<file path="config.mk">
export PLATFORM = sky130hd
export DESIGN_NAME = fat_dir_entry_match
export DESIGN_NICKNAME = d
export VERILOG_FILES = /design/src/design/fde_pkg.sv /design/src/design/fde_csr.sv /design/src/design/fde_scan.sv /design/src/design/fat_dir_entry_match.sv
export VERILOG_INCLUDE_DIRS = /design/src /design/src/design
export SDC_FILE = /design/constraint.sdc
export NUM_CORES = 1
export LEC_CHECK = 0
export BUFFER_PORTS_ARGS = -buffer_cell sky130_fd_sc_hd__buf_2
export CAP_MARGIN = 10
export CORE_ASPECT_RATIO = 1.75
export CORE_UTILIZATION = 40
export CTS_CLUSTER_DIAMETER = 50
export DETAILED_ROUTE_END_ITERATION = 6
export GPL_TIMING_DRIVEN = 1
export PLACE_DENSITY = 0.71
export SYNTH_ARGS = -nofsm -noshare
export SYNTH_HDL_FRONTEND = slang
export SYNTH_SLANG_ARGS = --single-unit
</file>
<file path="constraint.sdc">
create_clock -name clock -period 11.82 [get_ports clock]
set_input_delay 1.182 -clock clock [delete_from_list [all_inputs] [get_ports clock]]
set_output_delay 1.182 -clock clock [all_outputs]
set_load 0.03 [all_outputs]
</file>
<file path="src/design/assert_macros.svh">
// ----------------------------------------------------------------------------
// Assertion macros
// Shared concurrent assertion wrappers; empty when SYNTHESIS is defined.
// ----------------------------------------------------------------------------
`ifndef ASSERT_MACROS_SVH
`define ASSERT_MACROS_SVH

`ifndef SYNTHESIS

// Check that cons holds in the same cycle as ante
`define ASSERT_SAME(label, clk, rst, ante, cons) \
   label: assert property (@(posedge clk) disable iff (rst) (ante) |-> (cons)) \
      else $error("assertion failed");

// Check that cons holds in the cycle after ante
`define ASSERT_NEXT(label, clk, rst, ante, cons) \
   label: assert property (@(posedge clk) disable iff (rst) (ante) |=> (cons)) \
      else $error("assertion failed");

`else

`define ASSERT_SAME(label, clk, rst, ante, cons)
`define ASSERT_NEXT(label, clk, rst, ante, cons)

`endif

`endif

</file>
<file path="src/design/fde_pkg.sv">
// ----------------------------------------------------------------------------
// fde_pkg
// Types and constants of the FAT32 short-name directory search.
// ----------------------------------------------------------------------------
`default_nettype none

package fde_pkg;

   // Directory entry layout
   localparam logic [7:0] BYTE_DELETED = 8'hE5;
   localparam logic [7:0] BYTE_END     = 8'h00;
   localparam logic [7:0] ATTR_LFN     = 8'h0F;
   localparam logic [7:0] ATTR_VOLUME  = 8'h08;
   localparam int         ENTRY_BYTES  = 32;
   localparam int         NAME_BYTES   = 11;
   localparam int         OFF_W        = $clog2(ENTRY_BYTES);

   localparam logic [OFF_W-1:0] OFF_ATTR     = OFF_W'(NAME_BYTES);
   localparam logic [OFF_W-1:0] OFF_CLHI_LO  = OFF_W'(20);
   localparam logic [OFF_W-1:0] OFF_CLHI_HI  = OFF_W'(21);
   localparam logic [OFF_W-1:0] OFF_CLLO_LO  = OFF_W'(26);
   localparam logic [OFF_W-1:0] OFF_CLLO_HI  = OFF_W'(27);
   localparam logic [OFF_W-1:0] OFF_SIZE     = OFF_W'(28);
   localparam logic [OFF_W-1:0] OFF_LAST     = OFF_W'(ENTRY_BYTES - 1);

   // Result status codes
   localparam logic [1:0] ST_FOUND     = 2'd0;
   localparam logic [1:0] ST_END       = 2'd1;
   localparam logic [1:0] ST_EXHAUSTED = 2'd2;

   // Register address width; address bit 3 selects the register
   localparam int ADDR_W = 4;

   typedef struct packed {
      logic [7:0] dir_byte;
      logic       first_byte;
      logic       dir_last;
   } req_type;

   typedef struct packed {
      logic [1:0]  status;
      logic [7:0]  attr;
      logic [31:0] start_cluster;
      logic [31:0] file_size;
   } rsp_type;

endpackage

`default_nettype wire

</file>
<file path="src/design/fde_csr.sv">
// ----------------------------------------------------------------------------
// fde_csr
// APB register file holding the 11-byte 8.3 target name.
// ----------------------------------------------------------------------------
`default_nettype none

module fde_csr (
   input  wire logic                          clock,
   input  wire logic                          reset,
   input  wire logic                          csr_psel,
   input  wire logic                          csr_penable,
   input  wire logic                          csr_pwrite,
   input  wire logic [fde_pkg::ADDR_W-1:0]    csr_paddr,
   input  wire logic [63:0]                   csr_pwdata,
   output logic      [63:0]                   csr_prdata,
   output logic                               csr_pready,
   output logic      [63:0]                   target_lo,
   output logic      [23:0]                   target_hi
);

   logic [63:0] name_lo_ff;
   logic [23:0] name_hi_ff;
   logic        wr_en;
   logic        sel_hi;

   // Decode the write; address bit 3 picks the register
   assign wr_en  = csr_psel & csr_penable & csr_pwrite & csr_pready;
   assign sel_hi = csr_paddr[3];

   always_ff @(posedge clock) begin
      if (reset) begin
         name_lo_ff <= '0;
         name_hi_ff <= '0;
      end else if (wr_en) begin
         if (sel_hi) begin
            name_hi_ff <= csr_pwdata[23:0];
         end else begin
            name_lo_ff <= csr_pwdata;
         end
      end
   end

   // Read back and drive the target
   assign csr_prdata = sel_hi ? {40'd0, name_hi_ff} : name_lo_ff;
   assign csr_pready = 1'b1;
   assign target_lo  = name_lo_ff;
   assign target_hi  = name_hi_ff;

endmodule

`default_nettype wire

</file>
<file path="src/design/fde_scan.sv">
// ----------------------------------------------------------------------------
// fde_scan
// Entry parser: tracks the offset inside the 32-byte entry, compares the
// name, captures attribute, cluster and size, and decides the result.
// ----------------------------------------------------------------------------
`default_nettype none

module fde_scan (
   input  wire logic             clock,
   input  wire logic             reset,
   input  wire logic             item_valid,
   input  wire fde_pkg::req_type item,
   input  wire logic [63:0]      target_lo,
   input  wire logic [23:0]      target_hi,
   output logic                  res_valid,
   output fde_pkg::rsp_type      res
);

   localparam int OW = fde_pkg::OFF_W;

   logic [OW-1:0] offset_ff,   offset_in;
   logic          name_eq_ff,  name_eq_in;
   logic          skip_ff,     skip_in;
   logic [7:0]    attr_ff,     attr_in;
   logic [15:0]   clhi_ff,     clhi_in;
   logic [15:0]   cllo_ff,     cllo_in;
   logic [31:0]   size_ff,     size_in;
   logic          done_ff,     done_in;

   logic [OW-1:0] off;
   logic          eq_cur, skip_cur, done_cur;
   logic [7:0]    attr_cur;
   logic [15:0]   clhi_cur, cllo_cur;
   logic [31:0]   size_cur;

   logic          eq_n, skip_n;
   logic [7:0]    attr_n;
   logic [15:0]   clhi_n, cllo_n;
   logic [31:0]   size_n;

   logic [127:0]  target_vec;
   logic [7:0]    tgt_byte;
   logic [7:0]    b;
   logic          end_hit, entry_end, found;

   assign b = item.dir_byte;

   // Apply a restart before anything else
   always_comb begin
      if (item.first_byte) begin
         off      = '0;
         eq_cur   = 1'b1;
         skip_cur = 1'b0;
         attr_cur = '0;
         clhi_cur = '0;
         cllo_cur = '0;
         size_cur = '0;
         done_cur = 1'b0;
      end else begin
         off      = offset_ff;
         eq_cur   = name_eq_ff;
         skip_cur = skip_ff;
         attr_cur = attr_ff;
         clhi_cur = clhi_ff;
         cllo_cur = cllo_ff;
         size_cur = size_ff;
         done_cur = done_ff;
      end
   end

   // Pick the target byte for this offset
   assign target_vec = {40'd0, target_hi, target_lo};
   assign tgt_byte   = target_vec[{off[3:0], 3'b000} +: 8];

   // Update the entry fields with this byte
   always_comb begin
      eq_n   = eq_cur;
      skip_n = skip_cur;
      attr_n = attr_cur;
      clhi_n = clhi_cur;
      cllo_n = cllo_cur;
      size_n = size_cur;
      if (off == '0 && b == fde_pkg::BYTE_DELETED) begin
         skip_n = 1'b1;
      end
      if (off < fde_pkg::OFF_ATTR && b != tgt_byte) begin
         eq_n = 1'b0;
      end
      if (off == fde_pkg::OFF_ATTR) begin
         attr_n = b;
         if (b == fde_pkg::ATTR_LFN || (b & fde_pkg::ATTR_VOLUME) != 8'd0) begin
            skip_n = 1'b1;
         end
      end
      if (off == fde_pkg::OFF_CLHI_LO) clhi_n[7:0]  = b;
      if (off == fde_pkg::OFF_CLHI_HI) clhi_n[15:8] = b;
      if (off == fde_pkg::OFF_CLLO_LO) cllo_n[7:0]  = b;
      if (off == fde_pkg::OFF_CLLO_HI) cllo_n[15:8] = b;
      if (off >= fde_pkg::OFF_SIZE) begin
         size_n[{off[1:0], 3'b000} +: 8] = b;
      end
   end

   assign end_hit   = (off == '0) && (b == fde_pkg::BYTE_END);
   assign entry_end = (off == fde_pkg::OFF_LAST);
   assign found     = entry_end && eq_n && !skip_n;

   // Decide the next state and the result
   always_comb begin
      offset_in = off;
      name_eq_in = eq_cur;
      skip_in   = skip_cur;
      attr_in   = attr_cur;
      clhi_in   = clhi_cur;
      cllo_in   = cllo_cur;
      size_in   = size_cur;
      done_in   = done_cur;
      res_valid = 1'b0;
      res       = '0;
      if (!done_cur) begin
         if (end_hit) begin
            done_in    = 1'b1;
            res_valid  = item_valid;
            res.status = fde_pkg::ST_END;
         end else if (found) begin
            name_eq_in        = eq_n;
            skip_in           = skip_n;
            attr_in           = attr_n;
            clhi_in           = clhi_n;
            cllo_in           = cllo_n;
            size_in           = size_n;
            done_in           = 1'b1;
            res_valid         = item_valid;
            res.status        = fde_pkg::ST_FOUND;
            res.attr          = attr_n;
            res.start_cluster = {clhi_n, cllo_n};
            res.file_size     = size_n;
         end else begin
            if (entry_end) begin
               offset_in  = '0;
               name_eq_in = 1'b1;
               skip_in    = 1'b0;
               attr_in    = '0;
               clhi_in    = '0;
               cllo_in    = '0;
               size_in    = '0;
            end else begin
               offset_in  = off + OW'(1);
               name_eq_in = eq_n;
               skip_in    = skip_n;
               attr_in    = attr_n;
               clhi_in    = clhi_n;
               cllo_in    = cllo_n;
               size_in    = size_n;
            end
            if (item.dir_last) begin
               done_in    = 1'b1;
               res_valid  = item_valid;
               res.status = fde_pkg::ST_EXHAUSTED;
            end
         end
      end
   end

   // Advance the state on each consumed request
   always_ff @(posedge clock) begin
      if (reset) begin
         offset_ff  <= '0;
         name_eq_ff <= 1'b1;
         skip_ff    <= 1'b0;
         attr_ff    <= '0;
         clhi_ff    <= '0;
         cllo_ff    <= '0;
         size_ff    <= '0;
         done_ff    <= 1'b0;
      end else if (item_valid) begin
         offset_ff  <= offset_in;
         name_eq_ff <= name_eq_in;
         skip_ff    <= skip_in;
         attr_ff    <= attr_in;
         clhi_ff    <= clhi_in;
         cllo_ff    <= cllo_in;
         size_ff    <= size_in;
         done_ff    <= done_in;
      end
   end

endmodule

`default_nettype wire

</file>
<file path="src/design/fat_dir_entry_match.sv">
// A request is held in the input register; its result is registered in the result register once it advances.
// Throughput: one directory byte per cycle, back to back while rsp_ready stays high.
// While a result waits the input register still takes one request; requests back up
// only once both the input and the result register are full.
// Reset (synchronous, active high) clears both valid bits, the entry state and the
// target name; the block then accepts bytes as if a search had just begun.
`default_nettype none
`include "assert_macros.svh"

// ----------------------------------------------------------------------------
// fat_dir_entry_match
// FAT32 short-name directory search: one byte per request, reports the first
// matching 8.3 entry, the end marker or the end of the directory.
// ----------------------------------------------------------------------------
module fat_dir_entry_match (
   input  wire logic                       clock,
   input  wire logic                       reset,
   input  wire logic                       req_valid,
   output logic                            req_ready,
   input  wire fde_pkg::req_type           req_data,
   output logic                            rsp_valid,
   input  wire logic                       rsp_ready,
   output fde_pkg::rsp_type                rsp_data,
   input  wire logic                       csr_psel,
   input  wire logic                       csr_penable,
   input  wire logic                       csr_pwrite,
   input  wire logic [fde_pkg::ADDR_W-1:0] csr_paddr,
   input  wire logic [63:0]                csr_pwdata,
   output logic      [63:0]                csr_prdata,
   output logic                            csr_pready
);

   logic             in_valid_ff, in_valid_in;
   fde_pkg::req_type in_data_ff;
   logic             out_valid_ff, out_valid_in;
   fde_pkg::rsp_type out_data_ff;
   logic             advance;
   logic             res_valid;
   fde_pkg::rsp_type res;
   logic [63:0]      target_lo;
   logic [23:0]      target_hi;

   fde_csr u_csr (
      .clock       (clock),
      .reset       (reset),
      .csr_psel    (csr_psel),
      .csr_penable (csr_penable),
      .csr_pwrite  (csr_pwrite),
      .csr_paddr   (csr_paddr),
      .csr_pwdata  (csr_pwdata),
      .csr_prdata  (csr_prdata),
      .csr_pready  (csr_pready),
      .target_lo   (target_lo),
      .target_hi   (target_hi)
   );

   // Consume the held request once the result register is free or drains
   assign advance   = in_valid_ff && (!out_valid_ff || rsp_ready);
   assign req_ready = !in_valid_ff || advance;

   fde_scan u_scan (
      .clock      (clock),
      .reset      (reset),
      .item_valid (advance),
      .item       (in_data_ff),
      .target_lo  (target_lo),
      .target_hi  (target_hi),
      .res_valid  (res_valid),
      .res        (res)
   );

   // Hold the incoming request
   assign in_valid_in = (req_valid && req_ready) || (in_valid_ff && !advance);

   always_ff @(posedge clock) begin
      if (reset) begin
         in_valid_ff <= 1'b0;
      end else begin
         in_valid_ff <= in_valid_in;
      end
   end

   always_ff @(posedge clock) begin
      if (req_valid && req_ready) begin
         in_data_ff <= req_data;
      end
   end

   // Hold the result until it is taken
   always_comb begin
      if (advance) begin
         out_valid_in = res_valid;
      end else if (rsp_ready) begin
         out_valid_in = 1'b0;
      end else begin
         out_valid_in = out_valid_ff;
      end
   end

   always_ff @(posedge clock) begin
      if (reset) begin
         out_valid_ff <= 1'b0;
      end else begin
         out_valid_ff <= out_valid_in;
      end
   end

   always_ff @(posedge clock) begin
      if (advance && res_valid) begin
         out_data_ff <= res;
      end
   end

   assign rsp_valid = out_valid_ff;
   assign rsp_data  = out_data_ff;

   // Checks
   `ASSERT_SAME(a_res_only_on_advance, clock, reset, res_valid, advance)
   `ASSERT_SAME(a_status_legal, clock, reset, rsp_valid,
      rsp_data.status == fde_pkg::ST_FOUND || rsp_data.status == fde_pkg::ST_END ||
      rsp_data.status == fde_pkg::ST_EXHAUSTED)
   `ASSERT_SAME(a_notfound_zero, clock, reset,
      rsp_valid && rsp_data.status != fde_pkg::ST_FOUND,
      rsp_data.attr == 8'd0 && rsp_data.start_cluster == 32'd0 && rsp_data.file_size == 32'd0)
   `ASSERT_NEXT(a_stalled_item_held, clock, reset, in_valid_ff && !advance, in_valid_ff)

endmodule

`default_nettype wire
</file>
==> results of run 1 <==
## sequential cells by signal (all words and copies together), names as in the netlist, 5 cells and up
name	flops
in_data_ff	10
u_scan.size_ff	32
u_scan.clhi_ff	16
u_csr.target_lo	64
u_scan.offset_ff	5
u_scan.cllo_ff	16
rsp_data	74
u_csr.target_hi	24
u_scan.attr_ff	8
## Yosys cell counts, types with 3 or more instances
library cell / n
nand2b_1: 8
o21ai_0: 14
buf_1: 12
a32oi_1: 4
mux2_2: 30
nand3_1: 6
and2_1: 5
and3b_1: 3
a21o_1: 8
buf_12: 8
nor4_1: 3
buf_2: 12
edfxtp_1: 84
o221a_2: 3
mux2i_1: 20
nor3b_1: 8
nor3b_2: 3
nand4_1: 3
a32o_2: 6
nor3_1: 13
dfxtp_1: 170
nand3b_1: 5
a32o_1: 66
buf_6: 4
nand2_1: 202
a21oi_1: 101
a22o_1: 5
a221oi_1: 6
clkbuf_1: 67
o31ai_1: 3
nor2_1: 98
ha_1: 4
a31oi_1: 4
inv_1: 7
a22oi_1: 76
and3_1: 9
nor2b_1: 50
o22ai_1: 3
## worst max-delay path by stage
stage	startpoint	endpoint	depth (start not counted)
detailed placement	u_scan.offset_ff[0]	rsp_data[1]	12
floorplan	in_data_ff[1]	rsp_data[0]	15
global route	u_scan.offset_ff[0]	rsp_data[9]	12
finish	u_scan.offset_ff[0]	rsp_data[5]	12
CTS	u_scan.offset_ff[0]	rsp_data[5]	12
global placement	u_scan.offset_ff[0]	rsp_data[2]	12
## cell type report
| type | instances | area [um^2] |
|---|---|---|
| fill | 2751 | 15000 |
| sequential | 254 | 5930 |
| multi-input combinational | 825 | 5180 |
| timing repair buffer | 237 | 1230 |
| clock buffer | 29 | 671 |
| tap | 378 | 473 |
| clock inverter | 15 | 179 |
| inverter | 7 | 26.3 |
| antenna | 3 | 7.51 |
## placed cells by master (no fill, tap or decap), types with 25 or more instances in the layout
cell,count
a21oi_1,101
a22oi_1,76
a32o_1,66
buf_2,221
clkbuf_16,25
dfxtp_1,169
edfxtp_1,84
mux2_2,30
nand2_1,201
nor2_1,95
nor2b_1,50
## per-stage QoR
stage          setup WS (ps)  total power [W]  util, %  hold WS [ps]  cell area (um^2)
5_1_grt                 6750          0.00195     47.7           479             13700
4_1_cts                 7120          0.00190     47.6           468             13700
3_5_place_dp            7160          0.00109     44.7           454             12800
2_1_floorplan           5480          0.00104        -           441             11700
6_report                7090          0.00189     47.7           465             13700
3_3_place_gp            7190          0.00108     44.7           446             12800
## critical path, stage by stage (launching register included)
cell,delay (ps)
dfxtp_1,310
buf_4,360
nor2b_1,430
ha_1,330
nor3b_2,900
nand2_1,220
o2111ai_1,210
and4bb_2,280
nand4_2,120
nand2_1,140
nor3_1,600
nor2_4,20
buf_4,400
## logic make-up after synthesis
group / count (synthesis)
buffers and inverters: 113
adder cells (fa/ha/maj): 4
XOR/XNOR: 1
multiplexers: 50
AO/OA/AOI/OAI: 335
other: 1
flip-flops: 254
AND/OR/NAND/NOR: 434
## routing by layer
layer / routed length, um / global-route usage [%]
met1: 11800 / 22.2
met2: 18200 / 41.6
met3: 1510 / 2.13
met4: 1890 / 13.1
met5: 0 / 0
## power by group through the flow
| stage | logic [W] | clock network, W | registers [W] |
|---|---|---|---|
| 3_3_place_gp | 0.000142 | 0 | 0.000942 |
| 2_1_floorplan | 0.000101 | 0 | 0.000940 |
| 6_report | 0.000145 | 0.000822 | 0.000923 |
| 3_5_place_dp | 0.000144 | 0 | 0.000942 |
| 5_1_grt | 0.000156 | 0.000871 | 0.000924 |
| 4_1_cts | 0.000144 | 0.000837 | 0.000923 |
==> impl_metrics.py, run 1 <==
metrics = {
    "grt": {
        "grt_start_max_net_pins": 82,
        "grt_usage_pct": 21.6,
        "grt_pass1_vias": 9382,
        "grt_pass1_wl_mm": 51.2,
        "grt_overflow_total": 0,
        "grt_antenna_before_repair": 2,
    },
    "worst_setup_path": {
        "cp-end-kind": "flip-flop",
        "reg2reg_from": "u_scan.offset_ff[0]",
        "path_class": "flip-flop to flip-flop",
        "r2r_cells": 12,
        "r2r_end": "rsp_data[5]",
        "critPathRequiredTime_ps": 11980,
        "worst-r2r-setup-slack_ps": 7090,
        "worstPathMaxFanout": 74,
        "arrival_ps": 4890,
        "crit_path_start_kind": "flip-flop",
    },
    "cts": {
        "cts_buffer_depth": 3,
        "clk-insertion-delay-late_ps": 520,
        "htreeDepth": 1,
        "cts_num_sinks": 254,
        "clk_pin_slew_ps": 60,
        "root_buffer": "clkbuf_16",
        "cts_made_buffers": 24,
        "cts_resized": 0,
        "cts_tree": "built",
        "cts-hold-fix-buffers": 0,
        "post_cts_buffers": 0,
    },
    "sta": {
        "relSlewSlack_pct": 27.8,
        "period_needed_ps": 4730,
        "rsz0062_at_grt": "false",
        "final-max-slew-violation-count": 0,
        "fmaxAchievable_mhz": 211,
        "hold_violations": 0,
        "finClkSkew_ps": 15.7,
        "finalCritPeriodShare_pct": 40.0,
        "setup_violations": 0,
        "worst_pin_slew_ps": 1080,
        "tns_ps": 0,
    },
    "logic_synthesis": {
        "ys.flop_type": "dfxtp_1",
        "syn_nets": 1281,
        "synth_xor_area_share_pct": 0.0749,
        "synth_compound_area_share_pct": 21.5,
        "synthArstFlopShare_pct": 0,
        "ys_seq_area_share_pct": 50.7,
        "synth_top_area_share_pct": 29.1,
        "avgSynthCellArea_um2": 9.81,
        "yosysTopAreaCell": "dfxtp_1",
        "muxShareOfSynthArea_pct": 4.60,
        "netlist_top_cells_area": "dfxtp_1, edfxtp_1, nand2_1, a32o_1, a22oi_1",
        "yosys_register_bits": 254,
        "synth_fa_ha_area_share_pct": 0.428,
        "yosys.area_share.simple_pct": 17.5,
        "synth_edf_count": 84,
        "synth_top_family_by_area": "compound AO/OA/AOI/OAI gates",
        "synth_cells": 1192,
        "ys_warn_count": 0,
        "netlist_area_um2": 11700,
        "synthDistinctLibCells": 83,
    },
    "drt": {
        "viasPerCell": 5.67,
        "drc": 0,
        "avgRoutedWirePerCell_um": 19.1,
        "wl_mm": 33.3,
        "first_pass_iters": 6,
        "ant_nets": 0,
        "detail_route.iter0.violations": 771,
        "vias": 9909,
    },
    "placed_design": {
        "hpwl_mm": 23.3,
        "portBuffers": 221,
        "gp_congestion": 0.909,
        "dp.cells": 1701,
    },
    "pwr": {
        "pwr-share-seq_pct": 48.8,
        "p_per_area_nw_per_um2": 138,
        "clockPowerShare_pct": 43.5,
        "swShare_pct": 23.4,
        "power.net_switching_w": 0.000441,
        "p_int_w": 0.00145,
        "peakVddDrop_uv": 105,
        "cellLeakagePower_nw": 5.20,
        "combPwrFrac_pct": 7.7,
    },
    "floorplan": {
        "io-pin-count": 226,
        "die_h_um": 228,
        "coreArea_um2": 28700,
        "die_w_um": 131,
        "die_area_um2": 30000,
        "start_util_pct": 40.7,
        "row_count": 82,
    },
    "layout": {
        "drive_gt1_share_pct": 25.0,
        "area_growth_pct": 17.1,
        "stdcell_count": 1748,
        "layout.nets": 1438,
    },
    "worst_hold_path": {
        "hold_start": "u_csr.target_lo[55]",
        "hold_class": "flip-flop to flip-flop",
        "min_to": "u_csr.target_lo[55]",
        "hold_depth": 2,
    },
    "job": {
        "cap_viol_max_count": 0,
    },
    "run_status": {
        "outcome": "complete, no violations",
    },
}
Power figures use the tool's default switching activity.
==> run 2, diff against run 1 <==
==> constraint.sdc (replaced) <==
create_clock -name clock -period 4.72 [get_ports clock]
set_input_delay 0.472 -clock clock [delete_from_list [all_inputs] [get_ports clock]]
set_output_delay 0.472 -clock clock [all_outputs]
set_load 0.03 [all_outputs]
==> impl_metrics.py, run 2 (synthesized netlist as in run 1, its figures left out) <==
metrics = {
    "run_status": {
        "outcome": "complete, no violations",
    },
    "worst_setup_path": {
        "cp_num_buf_inv": 2,
        "cpPeakStageDelay_ps": 730,
        "cp-end-kind": "flip-flop",
        "worstPathMaxFanout": 54,
        "path_class": "flip-flop to flip-flop",
        "crit_slowest_cell": "dfxtp_1",
        "crit_start": "u_scan.offset_ff[0]",
        "path_cells": "nor2b_1, buf_4, ha_1, and3_1, ha_1, o21a_1, o2111ai_1, and4bb_2, nand4_2, a311oi_4, buf_4, a21o_1, a32o_1",
        "arrival_ps": 4580,
        "critPathRequiredTime_ps": 5190,
        "crit_path_start_kind": "flip-flop",
        "crit_family": "compound AO/OA/AOI/OAI gates",
        "reg2reg_from": "u_scan.offset_ff[0]",
    },
    "sta": {
        "finalCritPeriodShare_pct": 87.0,
        "tns_ps": 0,
        "hold_violations": 0,
        "finClkSkew_ps": 11.0,
        "final-max-slew-violation-count": 0,
        "period_needed_ps": 4110,
        "worst_pin_slew_ps": 1140,
        "setup_violations": 0,
        "rsz0062_at_grt": "false",
        "setup_slack_ps": 612,
        "timing.hold.ws_ps": 107,
        "relSlewSlack_pct": 23.8,
        "fmaxAchievable_mhz": 243,
    },
    "drt": {
        "first_pass_iters": 5,
        "ant_nets": 0,
        "drc": 0,
        "vias": 9769,
        "avgRoutedWirePerCell_um": 19.1,
        "detail_route.iter0.violations": 740,
        "wl_mm": 33.6,
        "viasPerCell": 5.56,
    },
    "floorplan": {
        "row_count": 82,
        "start_util_pct": 40.7,
        "die_w_um": 131,
        "die_h_um": 228,
        "coreArea_um2": 28700,
        "die_area_um2": 30000,
        "io-pin-count": 226,
    },
    "placed_design": {
        "portBuffers": 221,
        "hpwl_mm": 23.9,
        "gp_congestion": 0.936,
        "place_area_um2": 12900,
        "pre_cts_ws_ps": 668,
    },
    "layout": {
        "post-route-util_pct": 47.9,
        "drive_gt1_share_pct": 25.3,
        "mostFrequentLayoutCell": "buf_2",
        "layout.nets": 1445,
        "final_cell_area_um2": 13800,
        "largest_reg_flops": 74,
        "final_cell_mix": "buf_2, nand2_1, dfxtp_1",
        "area_growth_pct": 17.8,
    },
    "cts": {
        "htreeDepth": 1,
        "cts_made_buffers": 25,
        "cts_tree": "built",
        "root_buffer": "clkbuf_16",
        "cts_resized": 0,
        "cts_buffer_depth": 3,
        "clk_pin_slew_ps": 70,
        "post_cts_buffers": 0,
        "cts_num_sinks": 254,
        "clk-insertion-delay-late_ps": 540,
        "cts-hold-fix-buffers": 0,
    },
    "grt": {
        "grt_pass1_wl_mm": 51.3,
        "grt_overflow_total": 0,
        "grt_antenna_before_repair": 2,
        "grt_usage_pct": 21.8,
        "grt_pass1_vias": 9488,
        "grt_start_max_net_pins": 75,
    },
    "pwr": {
        "peakVddDrop_uv": 302,
        "cellLeakagePower_nw": 5.23,
        "p_per_area_nw_per_um2": 343,
    },
    "worst_hold_path": {
        "hold_start": "req_data[4]",
        "hold_class": "input port to flip-flop",
    },
    "job": {
        "cap_viol_max_count": 0,
    },
}
==> run 2: changes by cell type in the layout (fill, tap and decap cells not counted), sizes merged <==
cell,previous run,this run
buf,237,243
bufinv,4,3
clkbuf,29,30
clkinv,10,5
clkinvlp,0,3
inv,8,12
==> run 2: where the power goes <==
group	internal, W	leakage (nW)	switching [W]
Clock	0.00117	0.402	0.000874
Combinational	0.000123	2.53	0.000240
Sequential	0.00228	2.30	0.0000415
==> run 2: worst reg2reg max path, cell delays in order (launching register included) <==
cell	delay, ps
dfxtp_1	730
nor2b_1	210
buf_4	150
ha_1	260
and3_1	190
ha_1	360
o21a_1	180
o2111ai_1	120
and4bb_2	350
nand4_2	150
a311oi_4	310
buf_4	510
a21o_1	370
a32o_1	160
==> run 2: per-stage QoR <==
stage / power (W) / instances
3_5_place_dp: 0.00273 / 1707
2_1_floorplan: 0.00260 / 1192
5_1_grt: 0.00487 / 1755
4_1_cts: 0.00475 / 1753
3_3_place_gp: 0.00272 / 1707
6_report: 0.00473 / 1756
==> run 2: path summary, 6_finish.rpt <==
check | end | slack (ps) | cells past startpoint
setup reg to reg | u_scan.size_ff[25] | 610 | 13
hold / removal | in_data_ff[4] | 110 | 1
hold reg to reg | u_csr.target_lo[42] | 470 | 2
setup / recovery | u_scan.size_ff[25] | 610 | 13
==> run 2: area by class of cell <==
cell class | count | area (um^2)
multi-input combinational | 825 | 5180
clock inverter | 16 | 179
inverter | 7 | 26.3
antenna | 3 | 7.51
tap | 378 | 473
timing repair buffer | 243 | 1320
clock buffer | 30 | 654
sequential | 254 | 5930
fill | 2776 | 15000
==> run 2: routing by layer <==
layer | track usage, % | vias to the layer above | share of wire [%]
met5 | 0 | - | 0
met4 | 11.1 | 0 | 4.2
met3 | 1.91 | 80 | 3.7
met2 | 43.0 | 306 | 56
met1 | 22.3 | 4659 | 36
li1 | - | 4724 | -
